$ cat src/rtl/rlab_pkg.sv
// rlab_pkg: shared types, fixed-point formats and coefficient tables of the
// rgb / l-alpha-beta converter. no dependencies.
`timescale 1ns / 1ps
`default_nettype none

package rlab_pkg;

  localparam int FRAC_BITS   = 12;
  localparam int CHANNEL_DIM = 3;
  localparam int COEF_BITS   = 14;
  localparam int LOG_BITS    = 20;
  localparam int EXP_BITS    = 24;
  localparam int COEF_W      = 18;
  localparam int EXP_STEPS   = 10;

  // forward rounding shift and inverse scaling shift
  localparam int FWD_SHIFT = COEF_BITS + LOG_BITS - FRAC_BITS;
  localparam int INV_SHIFT = COEF_BITS + FRAC_BITS - LOG_BITS;

  // pipeline depths, the inverse path is padded to the forward length
  localparam int FWD_DEPTH  = 8 + LOG_BITS;
  localparam int INV_CORE   = 18;
  localparam int PIPE_DEPTH = FWD_DEPTH;

  localparam logic signed [23:0] LOG10_2_Q24   = 24'sd5050445;
  localparam logic signed [26:0] LOG2_10_Q24   = 27'sd55732705;
  localparam logic [23:0]        LN2_Q24       = 24'd11629080;
  localparam logic signed [23:0] LOG_FLOOR_Q20 = -24'sd4194304;
  localparam logic signed [24:0] LOG_LIMIT_Q20 = 25'sd8388608;

  typedef logic signed [COEF_W-1:0] coef_t;

  localparam coef_t RGB2LMS [CHANNEL_DIM][CHANNEL_DIM] = '{
    '{18'sd6244, 18'sd9475, 18'sd659},
    '{18'sd3223, 18'sd11869, 18'sd1281},
    '{18'sd395, 18'sd2110, 18'sd13835}};
  localparam coef_t LMS2RGB [CHANNEL_DIM][CHANNEL_DIM] = '{
    '{18'sd73202, -18'sd58774, 18'sd1955},
    '{-18'sd19966, 18'sd39009, -18'sd2661},
    '{18'sd814, -18'sd3996, 18'sd19735}};
  localparam coef_t LMS2LAB [CHANNEL_DIM][CHANNEL_DIM] = '{
    '{18'sd9459, 18'sd9459, 18'sd9459},
    '{18'sd6689, 18'sd6689, -18'sd13377},
    '{18'sd11585, -18'sd11585, 18'sd0}};
  localparam coef_t LAB2LMS [CHANNEL_DIM][CHANNEL_DIM] = '{
    '{18'sd9459, 18'sd6689, 18'sd11585},
    '{18'sd9459, 18'sd6689, -18'sd11585},
    '{18'sd9459, -18'sd13377, 18'sd0}};

  // 2^(2^-(i+1)) in q24
  localparam logic [24:0] EXP_STEP [EXP_STEPS] = '{
    25'd23726566, 25'd19951585, 25'd18295684, 25'd17520007, 25'd17144589,
    25'd16959908, 25'd16868315, 25'd16822704, 25'd16799944, 25'd16788576};

  typedef struct packed {
    logic signed [15:0] third;
    logic signed [15:0] second;
    logic signed [15:0] first;
  } pix_t;

  typedef struct packed {
    logic valid;
    pix_t data;
  } pix_beat_t;

endpackage

`default_nettype wire

$ cat src/rtl/rlab_out_skid.sv
// rlab_out_skid: output register with one skid entry; holds the pipeline when
// the skid entry is taken. depends on rlab_pkg.
`timescale 1ns / 1ps
`default_nettype none

module rlab_out_skid (
  input  wire logic              clk_i,
  input  wire logic              rst_ni,
  input  wire rlab_pkg::pix_beat_t push_i,
  output logic                   ready_o,
  output logic                   valid_o,
  input  wire logic              tready_i,
  output rlab_pkg::pix_t          data_o
);
  import rlab_pkg::*;

  logic out_vld_q, out_vld_d, skid_vld_q, skid_vld_d;
  pix_t out_q, out_d, skid_q, skid_d;

  always_comb begin
    out_vld_d  = out_vld_q;
    skid_vld_d = skid_vld_q;
    out_d      = out_q;
    skid_d     = skid_q;
    if (push_i.valid) begin
      if (!out_vld_q || tready_i) begin
        out_vld_d = 1'b1;
        out_d     = push_i.data;
      end else begin
        skid_vld_d = 1'b1;
        skid_d     = push_i.data;
      end
    end else if (out_vld_q && tready_i) begin
      if (skid_vld_q) begin
        out_d      = skid_q;
        skid_vld_d = 1'b0;
      end else begin
        out_vld_d = 1'b0;
      end
    end
  end

  always_ff @(posedge clk_i or negedge rst_ni) begin
    if (!rst_ni) begin
      out_vld_q  <= 1'b0;
      skid_vld_q <= 1'b0;
    end else begin
      out_vld_q  <= out_vld_d;
      skid_vld_q <= skid_vld_d;
    end
  end

  always_ff @(posedge clk_i) begin
    out_q  <= out_d;
    skid_q <= skid_d;
  end

  assign ready_o = !skid_vld_q;
  assign valid_o = out_vld_q;
  assign data_o  = out_q;

endmodule

`default_nettype wire

$ cat config.mk
export PLATFORM = sky130hd
export DESIGN_NAME = rlab_out_skid
export DESIGN_NICKNAME = d
export VERILOG_FILES = /design/src/rtl/rlab_pkg.sv /design/src/rtl/rlab_out_skid.sv
export SDC_FILE = /design/constraint.sdc
export NUM_CORES = 1
export LEC_CHECK = 0
export BUFFER_PORTS_ARGS = -buffer_cell sky130_fd_sc_hd__buf_2
export CAP_MARGIN = 5
export CORE_MARGIN = 5
export CORE_UTILIZATION = 56
export DETAILED_ROUTE_END_ITERATION = 8
export PLACE_DENSITY = 0.84
export SYNTH_ARGS = -nofsm -noshare
export SYNTH_HDL_FRONTEND = slang
export SYNTH_SLANG_ARGS = --single-unit
$ cat constraint.sdc
create_clock -name clk_i -period 4.6 [get_ports clk_i]
set_input_delay 0 -clock clk_i [delete_from_list [all_inputs] [get_ports clk_i]]
set_output_delay 0 -clock clk_i [all_outputs]
set_load 0.01 [all_outputs]
==> impl_metrics.csv <==
group,metric,value,unit
status,status,"finished clean",
floorplan,ios,102,
critical_path,critPathLaunchType,"flop",
floorplan,fp.dieH,92.4,um
floorplan,fp.dieArea,8530,sq um
power,power_density,375,nW/um^2
clock_network,cts_buffers,9,
critical_path,cp-end-kind,"flop",
detailed_routing,num_vias,1980,
sta,tightestPinTransition,1.11,ns
critical_path,r2r_slack,2.55,ns
logic_synthesis,synth.avg_cell_area,23.3,sq um
hold_path,hp-class,"primary input to flop",
detailed_routing,drtIter0Drc,72,
clock_network,htree_levels,3,
critical_path,path_max_fanout,48,
place,dp_slack,2.48,ns
layout,final_cell_count_no_fill,407,
detailed_routing,wl,6.83,mm
clock_network,cts_resized,0,
critical_path,arrival,2.01,ns
critical_path,crit_family,"simple AND/OR/NAND/NOR gates",
clock_network,cts-root-buf,"clkbuf_8",
place,gp_congestion,0.724,
place,dp_hpwl,4.30,mm
layout,drive_above_1_share,0.514,
clock_network,numClockSinks,98,
global_route,grt_pass1_vias,2127,
detailed_routing,via_per_inst,4.86,
clock_network,cts_tree,"built",
floorplan,fp.coreArea,6680,sq um
sta,setup_viol,0,
critical_path,crit_chain,"nor2b_1, and2_2",
sta,rsz0062_at_grt,"false",
floorplan,fp.dieW,92.4,um
hold_path,min-delay-start,"push_i[48]",
critical_path,cp_slowest_cell,"and2_2",
global_route,antenna_found_initial,0,
global_route,met2_usage,0.285,
sta,min_period,2.05,ns
global_route,grt_usage,0.168,
power,p_leak,2.08,nW
global_route,grt_start_max_net_pins,49,
floorplan,row_count,30,
critical_path,critPathRequiredTime,4.55,ns
global_route,grt-busiest-layer,"met2",
sta,slew_viol_final,0,
floorplan,initial_utilization,0.569,
power,ir_worst_vdd,0.204,mV
detailed_routing,wire_per_inst,16.8,um
critical_path,rr_startpoint,"valid_o",
run,maxCapViolCount,0,
critical_path,slowest_delay,0.95,ns
place,numPortBuffers,101,
detailed_routing,final_antenna_net_count,0,
sta,fin_crit_sh,0.447,
sta,fin_tns_setup,0,ns
critical_path,path_class,"flop to flop",
global_route,grt_overflow,0,
clock_network,clkTransAtPathRegs,0.08,ns
layout,antenna_cells,0,
place,numPlacedInstances,340,
place,placed_cell_area,4330,sq um
clock_network,clock_latency,0.34,ns
global_route,met3_usage,0.0431,
global_route,grt_pass1_wl,10.8,mm
sta,hold_viol,0,
clock_network,clk_path_buf_depth,2,
detailed_routing,drtPass1Iterations,4,
global_route,grt_util_met1,0.204,
sta,skew,0.0130,ns
sta,layout_setup_ws,2.55,ns
logic_synthesis,synth.distinct_cells,13,
sta,fmax,487,MHz
sta,slew_headroom,0.261,
logic_synthesis,syn_inst,163,
logic_synthesis,ys_seq_elements,98,
logic_synthesis,yosysSeqAreaShare,0.772,
layout,area_growth,32.9,%
logic_synthesis,ys_warn_count,0,
layout,num-nets-final,374,
layout,stdcell_area,5050,sq um
logic_synthesis,synthesis.nets,215,
critical_path,critPathBufInv,0,
layout,n_fill_cell,389,
detailed_routing,drc_errors,0,
logic_synthesis,netlist_area,3800,sq um
critical_path,crit_path_start,"valid_o",
timing repair:
action                                 in CTS  in global routing
setup buffers                               0                  0
endpoints found under the hold margin      99                  0
hold buffers                               51                  0
synth_stat cells (all sizes together):
library cell / number / share of area
a21o: 1 / 0.0020
a21oi: 2 / 0.0026
and2: 1 / 0.0016
buf: 6 / 0.027
dfrtp: 2 / 0.013
edfxtp: 96 / 0.76
inv: 1 / 0.00099
mux2: 48 / 0.19
nand2: 2 / 0.0020
nor2: 3 / 0.0030
nor2b: 1 / 0.0016
sequential cells by signal, indices dropped and copies added, names as in the netlist:
register / count
data_o: 48
skid_q: 48
skid_vld_q: 1
valid_o: 1
report_power, final:
group	switching [W]	leakage (nW)	internal (W)
registers	0.0000181	0.930	0.00106
logic	0.000110	1.03	0.000122
clock network	0.000275	0.111	0.000306
final timing paths:
| kind | to | depth (start not counted) |
|---|---|---|
| setup / recovery | skid_q[13] | 2 |
| hold / removal | valid_o | 2 |
| setup reg to reg | skid_q[13] | 2 |
| hold reg to reg | data_o[41] | 1 |
| max in group asynchronous | skid_vld_q | 3 |
| min in group asynchronous | valid_o | 3 |
cell families (layout without fill, tap and decap cells):
logic type             Yosys count  in the layout  share of synthesized area
flip-flops                      98             98                      0.772
multiplexers                    48             48                      0.188
AND/OR/NAND/NOR                  7              7                    0.00823
buffers and inverters            7            171                     0.0280
AO/OA/AOI/OAI                    3              3                    0.00461
through the flow:
step	utilization	power, W	hold WS (ns)
floorplan	-	0.00122	-0.296
global placement	0.648	0.00129	-0.214
detailed placement	0.648	0.00130	-0.210
CTS	0.756	0.00191	0.336
global route	0.756	0.00197	0.366
finish	0.756	0.00189	0.341
metal layers:
metal	part of all wire	vias up	wire length, um
li1	-	953	-
met1	0.42	950	2840
met2	0.52	67	3530
met3	0.049	10	338
met5	0	-	0
met4	0.019	0	127
worst reg2reg max path, delay by kind of cell, from the launching register on:
kind	cells	cell delay [ns]
simple gates	2	1.26
flops	1	0.41
cells in the final DEF, fill, tap and decap left out, types with 2 or more instances in the layout:
master         count
dfrtp_1            2
bufinv_16          2
clkbuf_8           9
mux2_2             2
buf_2            101
a21oi_1            2
buf_4              2
dlygate4sd3_1     51
nand2_1            2
nor2_1             2
clkinv_2           2
edfxtp_1          96
mux2_4            46
final cells by class:
type,count,area (sq um),area share
Clock inverter,7,91.3,0.0181
Clock buffer,9,124,0.0245
Inverter,1,3.75,0.000743
Sequential cell,98,2930,0.580
Timing Repair Buffer,154,1030,0.204
Multi-Input combinational cell,58,771,0.153
Tap cell,80,100,0.0198
No activity file was read; power rests on OpenSTA's default activity.
